--- config.mk ---
export PLATFORM = sky130hd
export DESIGN_NAME = counting_semaphore_wait_queue_top
export DESIGN_NICKNAME = d
export VERILOG_FILES = /design/src/hdl/csq_pkg.sv /design/src/hdl/csq_ram.sv /design/src/hdl/counting_semaphore_wait_queue_top.sv
export SDC_FILE = /design/constraint.sdc
export NUM_CORES = 1
export LEC_CHECK = 0
export BUFFER_PORTS_ARGS = -buffer_cell sky130_fd_sc_hd__buf_2
export CORE_MARGIN = 4
export CORE_UTILIZATION = 45
export CTS_BUF_LIST = sky130_fd_sc_hd__clkbuf_16
export DETAILED_ROUTE_END_ITERATION = 10
export HOLD_SLACK_MARGIN = 0.02
export MAX_ROUTING_LAYER = met4
export PLACE_DENSITY = 0.73
export SYNTH_ARGS = -nofsm -noshare
export SYNTH_HDL_FRONTEND = slang
export SYNTH_SLANG_ARGS = --single-unit
--- constraint.sdc ---
create_clock -name clk -period 6 [get_ports clk]
set_input_delay 0.3 -clock clk [delete_from_list [all_inputs] [get_ports clk]]
set_output_delay 0.3 -clock clk [all_outputs]
set_load 0.005 [all_outputs]
--- src/hdl/csq_pkg.sv ---
`timescale 1ns / 1ps
package csq_pkg;

	localparam int QUEUE_DEPTH_DEF = 16;
	localparam int ID_WIDTH_DEF    = 8;
	localparam int PRIO_WIDTH_DEF  = 8;

	localparam int STATUS_W = 3;
	localparam int COUNT_W  = 16;
	localparam int OP_W     = 2;
	localparam int CFG_IDX_W = 2;

	localparam logic [OP_W-1:0] OP_TAKE    = 2'd0;
	localparam logic [OP_W-1:0] OP_RELEASE = 2'd1;
	localparam logic [OP_W-1:0] OP_TIMEOUT = 2'd2;
	localparam logic [OP_W-1:0] OP_UNUSED  = 2'd3;

	localparam logic [STATUS_W-1:0] ST_GRANTED  = 3'd0;
	localparam logic [STATUS_W-1:0] ST_QUEUED   = 3'd1;
	localparam logic [STATUS_W-1:0] ST_UNAVAIL  = 3'd2;
	localparam logic [STATUS_W-1:0] ST_RELEASED = 3'd3;
	localparam logic [STATUS_W-1:0] ST_OVERFLOW = 3'd4;
	localparam logic [STATUS_W-1:0] ST_REMOVED  = 3'd5;
	localparam logic [STATUS_W-1:0] ST_FULL     = 3'd6;

	localparam logic [CFG_IDX_W-1:0] CFG_QUEUE_ORDER   = 2'd0;
	localparam logic [CFG_IDX_W-1:0] CFG_MAX_COUNT     = 2'd1;
	localparam logic [CFG_IDX_W-1:0] CFG_INITIAL_COUNT = 2'd2;

	typedef enum logic [2:0] {
		S_IDLE,
		S_SCAN,
		S_SHIFT,
		S_PUT,
		S_HEAD
	} state_t;

endpackage

--- src/hdl/csq_ram.sv ---
`timescale 1ns / 1ps
module csq_ram #(
	parameter int DEPTH = 16,
	parameter int AW    = 4,
	parameter int DW    = 16
) (
	input  logic          clk,
	input  logic          we,
	input  logic [AW-1:0] waddr,
	input  logic [DW-1:0] wdata,
	input  logic [AW-1:0] raddr,
	output logic [DW-1:0] rdata
);
	logic [DW-1:0] mem [DEPTH];

	always_ff @(posedge clk) begin
		if (we) begin
			mem[waddr] <= wdata;
		end
		rdata <= mem[raddr];
	end
endmodule

--- src/hdl/counting_semaphore_wait_queue_top.sv ---
`timescale 1ns / 1ps
// take, release without waiters, timeout on an empty queue: done in the cycle after accept
// release with waiters: via S_HEAD (one head read from the queue ram), then done is registered
// priority take and timeout: S_SCAN for each entry scanned, S_SHIFT for each entry shifted,
// S_PUT to place a priority insert inside the queue, then done; next accept in done cycle
// arst_n clears state, count, queue length, head pointer; queue ram is not cleared
// done is a one-cycle strobe, the receiver cannot stall it
module counting_semaphore_wait_queue_top #(
	parameter int QUEUE_DEPTH = csq_pkg::QUEUE_DEPTH_DEF,
	parameter int ID_WIDTH    = csq_pkg::ID_WIDTH_DEF,
	parameter int PRIO_WIDTH  = csq_pkg::PRIO_WIDTH_DEF,
	localparam int LW = $clog2(QUEUE_DEPTH + 1)
) (
	input  logic                           clk,
	input  logic                           arst_n,
	input  logic                           start,
	output logic                           busy,
	input  logic [csq_pkg::OP_W-1:0]       op,
	input  logic [ID_WIDTH-1:0]            thread_id,
	input  logic [PRIO_WIDTH-1:0]          priority_req,
	input  logic                           wait_allowed,
	output logic                           done,
	output logic [csq_pkg::STATUS_W-1:0]   status,
	output logic                           woken_valid,
	output logic [ID_WIDTH-1:0]            woken_thread,
	output logic [csq_pkg::COUNT_W-1:0]    count_now,
	output logic [LW-1:0]                  waiters_now,
	input  logic                           cfg_valid,
	output logic                           cfg_ready,
	input  logic [csq_pkg::CFG_IDX_W-1:0]  cfg_index,
	input  logic [csq_pkg::COUNT_W-1:0]    cfg_data
);
	import csq_pkg::*;

	localparam int PW = (QUEUE_DEPTH > 1) ? $clog2(QUEUE_DEPTH) : 1;
	localparam int DW = ID_WIDTH + PRIO_WIDTH;
	localparam logic [LW-1:0] DEPTH_L = LW'(QUEUE_DEPTH);
	localparam logic [LW-1:0] ONE_L = LW'(1);

	state_t state_q, state_d;

	logic                  order_q;
	logic [COUNT_W-1:0]    max_q, count_q, count_d;
	logic [LW-1:0]         len_q, len_d, j_q, j_d, k_q, k_d;
	logic [PW-1:0]         head_q, head_d;
	logic [OP_W-1:0]       op_q;
	logic [ID_WIDTH-1:0]   id_q;
	logic [PRIO_WIDTH-1:0] prio_q;

	logic                  fin, fin_wv;
	logic [STATUS_W-1:0]   fin_st;
	logic                  done_q, wv_q;
	logic [STATUS_W-1:0]   status_q;
	logic [ID_WIDTH-1:0]   wid_q;
	logic [COUNT_W-1:0]    cnt_out_q;
	logic [LW-1:0]         len_out_q;

	logic                  mem_we;
	logic [LW-1:0]         widx, ridx;
	logic [DW-1:0]         wdata, rdata;
	logic [ID_WIDTH-1:0]   rd_id;
	logic [PRIO_WIDTH-1:0] rd_prio;

	logic acc, need_scan, need_head, take_q, hit, scan_last, sh_end;

	function automatic logic [PW-1:0] phys(input logic [PW-1:0] head, input logic [LW-1:0] idx);
		logic [LW:0] s;
		s = (LW+1)'(head) + {1'b0, idx};
		if (s >= (LW+1)'(QUEUE_DEPTH)) begin
			s = s - (LW+1)'(QUEUE_DEPTH);
		end
		return s[PW-1:0];
	endfunction

	csq_ram #(.DEPTH(QUEUE_DEPTH), .AW(PW), .DW(DW)) u_ram (
		.clk   (clk),
		.we    (mem_we),
		.waddr (phys(head_q, widx)),
		.wdata (wdata),
		.raddr (phys(head_q, ridx)),
		.rdata (rdata)
	);

	assign rd_id   = rdata[DW-1 -: ID_WIDTH];
	assign rd_prio = rdata[PRIO_WIDTH-1:0];

	assign busy      = (state_q != S_IDLE);
	assign cfg_ready = (state_q == S_IDLE);
	assign acc       = start && (state_q == S_IDLE);
	assign take_q    = (op_q == OP_TAKE);
	assign hit       = take_q ? (rd_prio < prio_q) : (rd_id == id_q);
	assign scan_last = ((j_q + ONE_L) == len_q);
	assign sh_end    = take_q ? (k_q == j_q) : ((k_q + ONE_L) == len_q);

	// priority insert into a nonempty queue, or timeout search
	assign need_scan = acc && (((op == OP_TAKE) && (count_q == '0) && wait_allowed
		&& (len_q != DEPTH_L) && order_q && (len_q != '0))
		|| ((op == OP_TIMEOUT) && (len_q != '0)));
	assign need_head = acc && (op == OP_RELEASE) && (len_q != '0);

	always_comb begin
		state_d = state_q;
		case (state_q)
			S_IDLE: begin
				if (need_scan) begin
					state_d = S_SCAN;
				end else if (need_head) begin
					state_d = S_HEAD;
				end
			end
			S_SCAN: begin
				if (hit) begin
					state_d = (!take_q && scan_last) ? S_IDLE : S_SHIFT;
				end else if (scan_last) begin
					state_d = S_IDLE;
				end
			end
			S_SHIFT: begin
				if (sh_end) begin
					state_d = take_q ? S_PUT : S_IDLE;
				end
			end
			S_PUT:   state_d = S_IDLE;
			S_HEAD:  state_d = S_IDLE;
			default: state_d = S_IDLE;
		endcase
	end

	always_comb begin
		count_d = count_q;
		len_d   = len_q;
		head_d  = head_q;
		j_d     = j_q;
		k_d     = k_q;
		fin     = 1'b0;
		fin_st  = ST_REMOVED;
		fin_wv  = 1'b0;
		mem_we  = 1'b0;
		widx    = len_q;
		wdata   = {thread_id, priority_req};
		ridx    = '0;
		case (state_q)
			S_IDLE: begin
				j_d = '0;
				if (acc) begin
					case (op)
						OP_TAKE: begin
							if (count_q != '0) begin
								count_d = count_q - 1'b1;
								fin     = 1'b1;
								fin_st  = ST_GRANTED;
							end else if (!wait_allowed) begin
								fin    = 1'b1;
								fin_st = ST_UNAVAIL;
							end else if (len_q == DEPTH_L) begin
								fin    = 1'b1;
								fin_st = ST_FULL;
							end else if (!order_q || (len_q == '0)) begin
								mem_we = 1'b1;
								len_d  = len_q + ONE_L;
								fin    = 1'b1;
								fin_st = ST_QUEUED;
							end
						end
						OP_RELEASE: begin
							if (len_q == '0) begin
								fin = 1'b1;
								if (count_q < max_q) begin
									count_d = count_q + 1'b1;
									fin_st  = ST_RELEASED;
								end else begin
									fin_st = ST_OVERFLOW;
								end
							end
						end
						OP_TIMEOUT: begin
							fin = (len_q == '0);
						end
						default: begin
							fin = 1'b1;
						end
					endcase
				end
			end
			S_SCAN: begin
				wdata = {id_q, prio_q};
				ridx  = scan_last ? '0 : j_q + ONE_L;
				if (hit) begin
					if (take_q) begin
						k_d  = len_q - ONE_L;
						ridx = len_q - ONE_L;
					end else if (scan_last) begin
						len_d = len_q - ONE_L;
						fin   = 1'b1;
					end else begin
						k_d = j_q + ONE_L;
					end
				end else if (scan_last) begin
					fin = 1'b1;
					if (take_q) begin
						mem_we = 1'b1;
						len_d  = len_q + ONE_L;
						fin_st = ST_QUEUED;
					end
				end else begin
					j_d = j_q + ONE_L;
				end
			end
			S_SHIFT: begin
				mem_we = 1'b1;
				wdata  = rdata;
				if (take_q) begin
					widx = k_q + ONE_L;
					ridx = sh_end ? '0 : k_q - ONE_L;
					k_d  = k_q - ONE_L;
				end else begin
					widx = k_q - ONE_L;
					ridx = sh_end ? '0 : k_q + ONE_L;
					k_d  = k_q + ONE_L;
					if (sh_end) begin
						len_d = len_q - ONE_L;
						fin   = 1'b1;
					end
				end
			end
			S_PUT: begin
				mem_we = 1'b1;
				widx   = j_q;
				wdata  = {id_q, prio_q};
				len_d  = len_q + ONE_L;
				fin    = 1'b1;
				fin_st = ST_QUEUED;
			end
			S_HEAD: begin
				head_d = phys(head_q, ONE_L);
				len_d  = len_q - ONE_L;
				fin    = 1'b1;
				fin_st = ST_RELEASED;
				fin_wv = 1'b1;
			end
			default: begin
			end
		endcase
	end

	always_ff @(posedge clk or negedge arst_n) begin
		if (!arst_n) begin
			state_q <= S_IDLE;
			order_q <= 1'b0;
			max_q   <= '1;
			count_q <= '0;
			len_q   <= '0;
			head_q  <= '0;
			done_q  <= 1'b0;
			wv_q    <= 1'b0;
		end else begin
			state_q <= state_d;
			len_q   <= len_d;
			head_q  <= head_d;
			done_q  <= fin;
			if (fin) begin
				wv_q <= fin_wv;
			end
			if (cfg_valid && cfg_ready && (cfg_index == CFG_INITIAL_COUNT)) begin
				count_q <= cfg_data;
			end else begin
				count_q <= count_d;
			end
			if (cfg_valid && cfg_ready) begin
				case (cfg_index)
					CFG_QUEUE_ORDER:   order_q <= cfg_data[0];
					CFG_MAX_COUNT:     max_q   <= cfg_data;
					default: begin
					end
				endcase
			end
		end
	end

	always_ff @(posedge clk) begin
		j_q <= j_d;
		k_q <= k_d;
		if (acc) begin
			op_q   <= op;
			id_q   <= thread_id;
			prio_q <= priority_req;
		end
		if (fin) begin
			status_q  <= fin_st;
			wid_q     <= fin_wv ? rd_id : '0;
			cnt_out_q <= count_d;
			len_out_q <= len_d;
		end
	end

	assign done         = done_q;
	assign status       = status_q;
	assign woken_valid  = done_q && wv_q;
	assign woken_thread = wid_q;
	assign count_now    = cnt_out_q;
	assign waiters_now  = len_out_q;
endmodule

# After elaboration in Yosys (flattened, before gate mapping)
# Memory sizes are Yosys's and may differ from the RTL's. A register that Yosys moved wholly into a read port is not among the register bits.
# Index checks and enable logic that the tools add are counted.
# word_totals
output_inout_bits,36
ram_bits,256
regBits,107
memories,1
wordCells,182
# op_classes
reduce_logical,37
n_eq_ne,21
muxes,88
addsub,13
n_lt_le_gt_ge,5
# memory_table
name,depth,width,read_ports,rd_clocked_by_memory_dff,write_ports,line_no,source
u_ram.mem,16,16,1,1,1,csq_ram.sv:14,logic [DW-1:0] mem [DEPTH];
# op_table
op,count
5-bit 2-to-1 mux,25
16-bit 2-to-1 mux,6
16-bit case mux with 2 select lines,2
3-bit 2-to-1 mux,15
5-bit case mux with 2 select lines,4
5-bit case mux with 5 select lines,1
1-bit 2-to-1 mux,24
"16-bit by 1-bit adder with 16-bit output, second input constant",1
16-bit logical NOT,1
16-bit < comparator,1
16-bit nonzero test,1
"16-bit by 1-bit subtractor with 16-bit output, second input constant",1
"5-bit by 1-bit adder with 5-bit output, second input constant",3
5-bit equality test,3
1-bit logical AND,14
4-bit by 5-bit adder with 6-bit output,2
"6-bit by 5-bit greater-or-equal comparator with 1-bit output, second input constant",2
4-bit 2-to-1 mux,3
3-bit case mux with 4 select lines,1
"4-bit by 1-bit subtractor with 4-bit output, second input constant",3
"5-bit by 1-bit subtractor with 5-bit output, second input constant",2
3-bit case mux with 3 select lines,1
3-bit AND reduction,3
8-bit equality test,1
27 further kinds,44

# Logic depth before layout (Yosys ltp)
# Gate-level depths: netlist of run 1.
# logic_depth
depth_word,11
ltp_mapped,16

# Hierarchy
# Synthesis of run 1 repeated with hierarchy kept, for this count alone.
# unflattened
hier_cells,1243
area_unflattened_um2,17659.4
# by_module_without_submodules
module,seq_area_each_um2,cells_per_inst,instances,area_each_um2
csq_ram,8007.7,432,1,10042.1
counting_semaphore_wait_queue_top,2997.9,811,1,7617.3

# Worst setup path before layout of run 1
# Ideal clock, no wire load.
# synth_path
kind,reg2reg
startpoint,register op_q[1]
endpoint,memory u_ram.mem[4][0] (enable)
t_arrival_ps,3664
setup_time_ps,409
required_time_ps,5591
path_stages_with_launch,14
slack_ps,1927
cell_sequence,edfxtp_1 > or2_1 > clkbuf_1 > clkbuf_1 > mux2i_1 > xor2_1 > nor2_1 > a211oi_1 > a21oi_1 > ha_1 > a21oi_1 > xnor2_1 > xnor2_1 > nor3_1
# synth_between
elab_chain_len,7
# synth_lines
element,line_no,source
from (decl),counting_semaphore_wait_queue_top.sv:46,logic [OP_W-1:0] op_q;
from (signal assigned),counting_semaphore_wait_queue_top.sv:284,op_q <= op;
2-bit logical NOT (*),counting_semaphore_wait_queue_top.sv:90,assign take_q = (op_q == OP_TAKE);
branches (longest 6 deep; another with 4-bit by 5-bit adder with 6-bit output),-,
to (decl),csq_ram.sv:14,
# Every way passes the cells marked *.

# Worst setup path in the final report of run 1
# layout_path
startpoint,register state_q[1]
endpoint,memory u_ram.mem[0][5] (enable)
# layout_between
elab_chain_len,6
# layout_lines
element,line_no,source
from (decl),counting_semaphore_wait_queue_top.sv:40,"state_t state_q, state_d;"
from (signal assigned),counting_semaphore_wait_queue_top.sv:257,state_q <= state_d;
branches (longest 6 deep; another with 4-bit by 5-bit adder with 6-bit output),-,
# Several ways; the timed one is not identified.

==> results_dict.tcl, run 1 <==
set metrics [dict create \
    ys.flop_type "edfxtp_1" \
    grtUsageMet1_pct 29.7 \
    synthArstFlopShare_pct 12.4 \
    multi_input_area_um2 6360 \
    ys_seq_area_share_pct 62.4 \
    synth-edff-count 316 \
    fin_setup_tns_ns 0 \
    antenna_found_initial 2 \
    grt_pass1_wl_um 67400 \
    fillers 3123 \
    hold_violations 0 \
    power.density_nw_per_um2 591 \
    cp-end-kind "register" \
    cp_max_fo 29 \
    min_period_over_period_pct 81.5 \
    vias_per_cell 5.93 \
    peakVddDrop_mv 0.354 \
    wl_per_cell_um 23.5 \
    cts.sinks 379 \
    cp.required_ns 6.16 \
    timing.final.crit_period_ns 4.89 \
    syn2layout_area_growth_pct 16.5 \
    ys_types 86 \
    grt_overflow 0 \
    switching_power_mw 4.72 \
    synth.net_count 1307 \
    h-tree-depth 2 \
    cts_tree "done" \
    endpoint "u_ram.mem[0][5]$_DFFE_PP_" \
    grt_pass1_vias 11100 \
    track_usage_pct 21.6 \
    clk_pin_slew_ns 0.06 \
    maxClockFrequency_ghz 0.205 \
    sw_frac_of_total_pct 38.8 \
    cts_root_buf "clkbuf_16" \
    setup_viol 0 \
    cp-start-kind "register" \
    cts_inserted_buffers 40 \
    worst_pin_slew_ns 1.32 \
    r2r_end "u_ram.mem[0][5]$_DFFE_PP_" \
    use_met2_pct 31.8 \
    clockBufferDepth 3 \
    synth_cells 1224 \
    avgSynthCellArea_um2 14.4 \
    p_clk_share_pct 21.0 \
    leakage_nw 7.31 \
    regArea_um2 11000 \
    wl_um 44600 \
    rsz0062_at_grt "false" \
    final_util_pct 53.1 \
    dp_slack_ns 1.11 \
    dp.cells 1783 \
    place_congestion 0.980 \
    crit_arrival_ns 5.05 \
    synth_area_leaders "edfxtp_1 (54%), mux4_2 (8.2%), dfrtp_1 (4.4%)" \
    rows 72 \
    status "completed" \
    relSlewSlack_pct 11.5 \
    synth_top_cell_area_share_pct 53.8 \
    stdcell_count 1895 \
    dieArea_um2 42400 \
    drt-initial-drc-count 1228 \
    dp_hpwl_um 30200 \
    hold_path_class "in -> reg" \
    vias 11200 \
    layout_setup_ws_ns 1.11 \
    combPwrFrac_pct 45.5 \
    grt_max_degree 48 \
    crit_path_start "state_q[1]$_DFFE_PN0P_" \
    drive_above_1_share_pct 23.9 \
    final_area_um2 20600 \
    coreArea_um2 38700 \
    yosys.area.top_type "edfxtp_1" \
    drt_pass1_iterations 6 \
    r2r_setup_slack_ns 1.11 \
    boundaryPins 77 \
    ys_ff_latch 379 \
    synth_common_cells "edfxtp_1 (316), nand2_1 (83), mux4_2 (64)" \
    slew_viol_final 0 \
    fin_skew_ns 0.0275 \
    dieWidth_um 206 \
    initial_core_util_pct 45.5 \
    cap_violations 0 \
    yosys_warnings 0 \
    p_int_mw 7.43 \
    clk_latency_ns 0.57 \
    antenna_left 0 \
    yosysMostFrequentCell "edfxtp_1" \
    drc_errors 0 \
    dpl_cell_area_um2 18800 \
    die_y_um 206 \
    port_buffers 76 \
    power.share.sequential_pct 33.5 \
    final_net_count 1427 \
    ctsResizeCount 0 \
    rr_startpoint "state_q[1]$_DFFE_PN0P_" \
    use_met3_pct 5.98 \
    grt-busiest-layer "met2" \
    critPathKind "reg -> reg" \
    syn_area_um2 17600 \
    r2r_cells 11 \
]
## logic make-up after synthesis
kind of cell             after synthesis  share of synthesized area (%)
XOR/XNOR                              53                           2.98
AND/OR/NAND/NOR                      299                           8.68
multiplexers                         147                           13.1
buffers and inverters                113                           2.69
AO/OA/AOI/OAI                        191                           7.16
adder cells (fa/ha/maj)               42                           3.06
flip-flops                           379                           62.4
## worst min path at each step
stage                            start               endpoint  slack, ns  cells past startpoint
after floorplan                 arst_n   count_q[0]$_DFF_PN0_      0.004                      0
after global placement          arst_n  count_q[11]$_DFF_PN0_       0.45                      2
after detailed placement        arst_n  count_q[14]$_DFF_PN0_       0.45                      2
after CTS                 cfg_index[0]    order_q$_DFFE_PN0P_       0.12                      3
after global routing      cfg_index[1]    order_q$_DFFE_PN0P_       0.16                      3
final                     cfg_index[1]    order_q$_DFFE_PN0P_       0.15                      3
## state kept, by name, summed over array words and instances, names as in the netlist
| name | count |
|---|---|
| count_now | 16 |
| count_q | 16 |
| done | 1 |
| head_q | 4 |
| id_q | 8 |
| j_q | 5 |
| k_q | 5 |
| len_q | 5 |
| max_q | 16 |
| op_q | 2 |
| order_q | 1 |
| prio_q | 8 |
| state_q | 3 |
| status | 3 |
| u_ram.mem | 256 |
| u_ram.rdata | 16 |
| waiters_now | 5 |
| woken_thread | 8 |
| wv_q | 1 |
## layer usage
| layer | wire (um) | part of all wire, % | up-vias |
|---|---|---|---|
| li1 | - | - | 4983 |
| met1 | 18500 | 41 | 5608 |
| met2 | 20300 | 45 | 558 |
| met3 | 4610 | 10 | 81 |
| met4 | 1240 | 2.8 | 0 |
| met5 | 0 | 0 | - |
## area by class of cell
cell class | count | area share [%]
Antenna cell | 3 | 0.0365
Clock buffer | 40 | 4.87
Clock inverter | 32 | 1.67
Inverter | 45 | 0.834
Multi-Input combinational cell | 732 | 30.9
Sequential cell | 379 | 53.5
Tap cell | 518 | 3.15
Timing Repair Buffer | 146 | 4.99
## layout by cell type (no fill, tap or decap), types with 10 or more instances in the layout
cell           netlist  final
mux2_2              25     25
nor3_1              39     23
nand4_1             17     17
dlygate4sd3_1        0     35
o21ai_1              3     11
dfstp_2             16     16
nor2_1              53     53
o21ai_0             50     34
buf_2               14     76
edfxtp_1           316    316
clkbuf_16            0     40
a21oi_1             36     36
a22oi_1             21     21
and2_1              10     10
nor3_2               2     11
ha_1                40     39
clkinv_1             0     10
nand2_1             83     83
xor2_1              17     15
inv_1               42     44
dfxtp_1             16     16
xnor2_1             32     32
mux2i_1             57     57
buf_4                2     31
nand3_1             27     27
a31oi_1             11     11
and3_1              15     15
mux4_2              64     64
dfrtp_1             31     31
## timing repair
action,4_1_cts,5_1_grt
hold buffers,35,0
endpoints found under the hold margin,79,0
buffers inserted,0,0
## power by group through the flow
stage	combinational, mW	clock (mW)	sequential [mW]
6_report	5.53	2.55	4.07
5_1_grt	5.92	2.71	4.11
4_1_cts	5.43	2.59	4.06
3_5_place_dp	5.38	0	4.11
3_3_place_gp	5.30	0	4.09
2_1_floorplan	3.68	0	3.90
## critical path, stage by stage (launching register included)
cell and delay (ns):
dfrtp_1 0.53, nor2_4 0.29, nand2_2 0.14, inv_2 0.16, nand2_4 0.11, inv_2 0.47
nand2_1 0.34, nor4_1 0.47, nand2_1 0.18, or3b_1 0.39, nand3_1 0.33, nor3_2 1.07
## stage by stage
| stage | total power [mW] | hold slack (ns) |
|---|---|---|
| 2_1_floorplan | 7.58 | 0.00441 |
| 3_3_place_gp | 9.39 | 0.445 |
| 3_5_place_dp | 9.49 | 0.453 |
| 4_1_cts | 12.1 | 0.124 |
| 5_1_grt | 12.7 | 0.155 |
| 6_report | 12.1 | 0.151 |
Note: power is estimated with default switching activity, not from simulation.
==> run 2, diff against run 1 <==
- PLACE_DENSITY: 0.73 -> 0.76
- clock period: 6 -> 4.1 ns (I/O delays scaled with it)
==> run 2 against run 1 <==
  * Cell area grew 1.7%
  * Hold slack gained 0.010 ns
  * Via count grew 2.0%
  * Critical path type unchanged
  * Critical endpoint is now u_ram.rdata[2]$_DFF_P_
==> results_dict.tcl, run 2 (synthesis results as in run 1) <==
set metrics [dict create \
    slew_viol_final 0 \
    timing.final.crit_period_ns 3.90 \
    setup_viol 0 \
    status "completed" \
    grt_pass1_vias 11300 \
    clk_latency_ns 0.58 \
    mostFrequentLayoutCells "edfxtp_1 (316), nand2_1 (83), buf_2 (76)" \
    crit_arrival_ns 4.31 \
    crit_top_cell "mux2i_1" \
    layout_setup_ws_ns 0.195 \
    dp_slack_ns 0.0670 \
    drc_errors 0 \
    cap_violations 0 \
    r2r_cells 13 \
    fin_setup_tns_ns 0 \
    grt_max_degree 48 \
    maxClockFrequency_ghz 0.256 \
    clk_pin_slew_ns 0.06 \
    final_net_count 1471 \
    min_period_over_period_pct 95.2 \
    cp_num_cells 13 \
    dieArea_um2 42400 \
    worst-path-buf-inv 1 \
    leakage_nw 7.56 \
    largest_reg_flops 256 \
    antenna_left 0 \
    coreArea_um2 38700 \
    final_util_pct 54.0 \
    rsz0062_at_grt "false" \
    grt_overflow 0 \
    cp-start-kind "register" \
    regMostFlops "u_ram.mem" \
    cts_inserted_buffers 40 \
    initial_core_util_pct 45.5 \
    wl_um 44500 \
    cp.required_ns 4.50 \
    h-tree-depth 2 \
    grt_pass1_wl_um 67700 \
    critPathKind "reg -> reg" \
    antennaDiodeCount 0 \
    hold_depth 3 \
    dieWidth_um 206 \
    slowest_stage "fa_2" \
    cp-end-kind "register" \
    syn2layout_area_growth_pct 18.5 \
    drt_pass1_iterations 5 \
    path_cells "ha_1 -> xor3_1 -> nor3_2 -> and3_1 -> nor3_1 -> a21oi_1 -> o32ai_1 -> ha_4 -> fa_2 -> buf_12 -> mux4_2 -> mux2i_1 -> mux2i_1" \
    cts_root_buf "clkbuf_16" \
    worst_pin_slew_ns 1.03 \
    power.density_nw_per_um2 823 \
    cts.sinks 379 \
    vias_per_cell 5.91 \
    fin_skew_ns 0.0622 \
    peakVddDrop_mv 0.785 \
    cts_tree "done" \
    hold_violations 0 \
    vias 11500 \
    dp_hpwl_um 28700 \
    clockBufferDepth 3 \
    hold_path_class "in -> reg" \
    place_congestion 0.966 \
    drt-initial-drc-count 1167 \
    drive_above_1_share_pct 25.6 \
    cp_max_fo 28 \
    relSlewSlack_pct 30.5 \
    port_buffers 76 \
    track_usage_pct 21.5 \
    die_y_um 206 \
    total_power_mw 17.2 \
    layout_commonest_cell "edfxtp_1" \
    whs_ns 0.161 \
    rows 72 \
    boundaryPins 77 \
    antenna_found_initial 0 \
    path_delay_family "adder cells" \
    max_stage_delay_ns 0.63 \
    wl_per_cell_um 23.0 \
]
[run 2: cell types whose count changed in the layout (fill, tap and decap cells not counted), moves of 7 or more]
cell | previous run | this run
nor3_4 | 7 | 0
o21ai_0 | 34 | 49
o21ai_2 | 8 | 0
nor3_2 | 11 | 18
o21ai_1 | 11 | 4
inv_1 | 44 | 51
buf_12 | 2 | 10
buf_4 | 31 | 68
[run 2: cell type report]
| class | count | area [um2] |
|---|---|---|
| fillers | 3102 | 17800 |
| flip-flops and latches | 379 | 11000 |
| multi-input cells | 732 | 6310 |
| repair buffers | 190 | 1450 |
| clock buffers | 40 | 1000 |
| well taps | 518 | 648 |
| clock inverters | 33 | 323 |
| inverters | 45 | 171 |
[run 2: worst min-delay path: stages]
cell and delay [ns]:
buf_2 0.14, nand2_1 0.09, o211ai_1 0.10
[run 2: metrics by stage]
| stage | instances | instance area [um2] |
|---|---|---|
| 5_1_grt | 1937 | 20900 |
| 2_1_floorplan | 1224 | 17600 |
| 3_3_place_gp | 1825 | 19200 |
| 3_5_place_dp | 1825 | 19200 |
| 4_1_cts | 1934 | 20800 |
| 6_report | 1937 | 20900 |
[run 2: layer usage]
metal  vias up  wire length (um)  track usage [%]
met4         0              1080             5.47
li1       5074                 -                -
met2       556             21000             33.6
met1      5734             18400             29.3
met3        86              3950             4.28
met5         -                 0                -
[run 2: what timing repair did]
action / in CTS / in global routing
hold buffers: 36 / 0
gates resized for setup: 0 / 4
setup buffers: 0 / 3
endpoints found under the setup margin: 0 / 272
hold endpoints to repair: 82 / 0
[run 2: power breakdown]
part | total (mW) | switching [mW] | leakage, nW | internal (mW)
registers | 5.92 | 0.577 | 3.56 | 5.34
logic | 7.68 | 4.29 | 3.32 | 3.39
clock network | 3.61 | 1.55 | 0.679 | 2.06
total | 17.2 | 6.41 | 7.56 | 10.8
[run 2: worst paths after layout]
check / slack (ns) / to / startpoint
worst min register to register: 0.56 / head_q[2]$_DFFE_PN0P_ / head_q[2]$_DFFE_PN0P_
worst min-delay path: 0.16 / status[0]$_DFFE_PP_ / wait_allowed
max in group asynchronous: 3.34 / state_q[1]$_DFFE_PN0P_ / arst_n
worst max register to register: 0.20 / u_ram.rdata[2]$_DFF_P_ / j_q[1]$_SDFFCE_PN0P_
min in group asynchronous: 0.29 / count_q[14]$_DFF_PN0_ / arst_n
worst max-delay path: 0.20 / u_ram.rdata[2]$_DFF_P_ / j_q[1]$_SDFFCE_PN0P_
==> run 3, diff against run 2 <==
- CELL_PAD_IN_SITES_DETAIL_PLACEMENT: default -> 1
- CELL_PAD_IN_SITES_GLOBAL_PLACEMENT: default -> 1
- PLACE_DENSITY: 0.76 -> 0.85
==> run 3 against run 2 <==
  * Sequential power barely moved
  * Global-route usage rose by 3.1 points
  * Maximum frequency fell by 3.1%
  * Clock-buffer cell count rose by 2
  * Die area did not move
  * Sequential cell count did not move
  * Critical endpoint is now u_ram.mem[12][2]$_DFFE_PP_
==> results_dict.tcl, run 3 (synthesis results as in run 1) <==
set metrics [dict create \
    status "completed" \
    mostFrequentLayoutCells "edfxtp_1 (316), buf_4 (84), nand2_1 (83)" \
    peakVddDrop_mv 0.446 \
    setup_viol 0 \
    vias 11800 \
    power.density_nw_per_um2 853 \
    antenna_left 0 \
    critPathKind "reg -> reg" \
    track_usage_pct 24.6 \
    vias_per_cell 6.02 \
    hold_path_class "in -> reg" \
    clockBufferDepth 3 \
    use_met3_pct 4.27 \
    grt_pass1_wl_um 77100 \
    cts_root_buf "clkbuf_16" \
    crit_top_cell "inv_1" \
    fin_skew_ns 0.0202 \
    largest_reg_flops 256 \
    p_int_mw 11.0 \
    power.share.sequential_pct 33.1 \
    hold_violations 0 \
    worst_pin_slew_ns 1.19 \
    final_net_count 1487 \
    cp_max_fo 8 \
    timing.final.crit_period_ns 4.03 \
    grt_max_degree 48 \
    switching_power_mw 6.90 \
    antenna_found_initial 1 \
    grtUsageMet1_pct 31.7 \
    dieWidth_um 206 \
    cp-end-kind "register" \
    drc_errors 0 \
    coreArea_um2 38700 \
    grt_overflow 0 \
    drive_above_1_share_pct 26.7 \
    cp.required_ns 4.40 \
    relSlewSlack_pct 19.7 \
    leakage_nw 7.65 \
    crit_arrival_ns 4.33 \
    drt-initial-drc-count 925 \
    maxClockFrequency_ghz 0.248 \
    place_congestion 0.946 \
    drt_pass1_iterations 6 \
    min_period_over_period_pct 98.2 \
    clk_pin_slew_ns 0.06 \
    sw_frac_of_total_pct 38.5 \
    cts_tree "done" \
    wl_um 50700 \
    die_y_um 206 \
    dieArea_um2 42400 \
    h-tree-depth 2 \
    dp_slack_ns -0.0100 \
    wl_per_cell_um 25.9 \
    grt_pass1_vias 12500 \
    final_area_um2 21000 \
    initial_core_util_pct 45.5 \
    path_cells "inv_1 -> ha_1 -> xnor2_1 -> mux2i_1 -> o21ai_0 -> inv_1 -> fa_1 -> xor2_1 -> nor3_2 -> buf_4" \
    syn2layout_area_growth_pct 19.0 \
    cap_violations 0 \
    grt-busiest-layer "met2" \
    combPwrFrac_pct 47.5 \
    max_stage_delay_ns 0.89 \
    dp_hpwl_um 33300 \
    regMostFlops "u_ram.mem" \
    use_met2_pct 40.7 \
    port_buffers 76 \
    boundaryPins 77 \
    cts.sinks 379 \
    clk_latency_ns 0.57 \
    slew_viol_final 0 \
    layout_setup_ws_ns 0.0721 \
    dpl_cell_area_um2 19200 \
    layout_commonest_cell "edfxtp_1" \
    p_clk_share_pct 19.4 \
    slowest_stage "xor2_1" \
    rows 72 \
    cts_inserted_buffers 41 \
    cp-start-kind "register" \
]
-- run 3: changes by cell type in the layout (fill, tap and decap cells not counted), moves of 2 or more --
cell       change
buf_12         -2
clkbuf_16      +4
inv_6          +3
bufinv_16      -3
inv_1          +5
buf_4         +16
-- run 3: power by group through the flow --
stage	logic, mW	clock network (mW)	registers, mW
floorplan	5.39	0	5.70
detailed placement	7.92	0	5.98
CTS	8.11	3.53	5.91
global route	9.21	3.73	5.99
global placement	7.47	0	5.93
finish	8.51	3.48	5.93
-- run 3: metrics by stage --
| step | util (%) | hold slack, ns | TNS (ns) | instances | total power [mW] |
|---|---|---|---|---|---|
| 3_3_place_gp | 49.5 | 0.352 | 0 | 1834 | 13.4 |
| 2_1_floorplan | - | -0.0906 | 0 | 1224 | 11.1 |
| 6_report | 54.2 | 0.0604 | 0 | 1956 | 17.9 |
| 5_1_grt | 54.2 | 0.0755 | -1.78 | 1956 | 18.9 |
| 4_1_cts | 53.8 | 0.0489 | -0.635 | 1948 | 17.5 |
| 3_5_place_dp | 49.5 | 0.360 | -0.0100 | 1834 | 13.9 |
-- run 3: final timing paths --
kind                       depth (start not counted)        startpoint                         end  slack (ns)
max                                               10  k_q[1]$_DFFE_PP_  u_ram.mem[12][2]$_DFFE_PP_        0.07
min                                                3      cfg_index[0]         order_q$_DFFE_PN0P_        0.06
min in group asynchronous                          3            arst_n       count_q[10]$_DFF_PN0_        0.41
min reg2reg                                        2  wv_q$_DFFE_PN0P_            wv_q$_DFFE_PN0P_        0.58
max reg2reg                                       10  k_q[1]$_DFFE_PP_  u_ram.mem[12][2]$_DFFE_PP_        0.07
max in group asynchronous                          3            arst_n      state_q[1]$_DFFE_PN0P_        3.23
-- run 3: final cells by class --
cell class	count	area, um2
clock buffers	42	1050
multi-input cells	732	6340
well taps	518	648
flip-flops and latches	379	11000
fillers	3785	17700
inverters	45	171
repair buffers	205	1570
diodes	1	2.50
clock inverters	34	208
-- run 3: worst max-delay path, delay by kind of cell, from the launching register on --
family	cells	cell delay, ns
mux	1	0.14
buf+inv	3	0.48
xor+xnor	2	1.30
fa+ha+maj	2	0.86
compound gates	1	0.36
simple gates	1	0.16
flops	1	0.46
-- run 3: per-layer routing --
metal / part of all wire, % / wire length (um) / vias to the layer above
met5: 0 / 0 / -
met4: 2.7 / 1350 / 0
met3: 6.6 / 3370 / 96
met2: 50 / 25400 / 481
met1: 41 / 20600 / 6100
li1: - / - / 5102
-- run 3: what timing repair did --
item / CTS / global route
hold endpoints to repair: 82 / 0
resized for setup: 0 / 13
setup buffers: 3 / 5
setup endpoints to repair: 58 / 272
gates cloned: 0 / 2
pin swaps: 1 / 4
hold buffers: 35 / 0
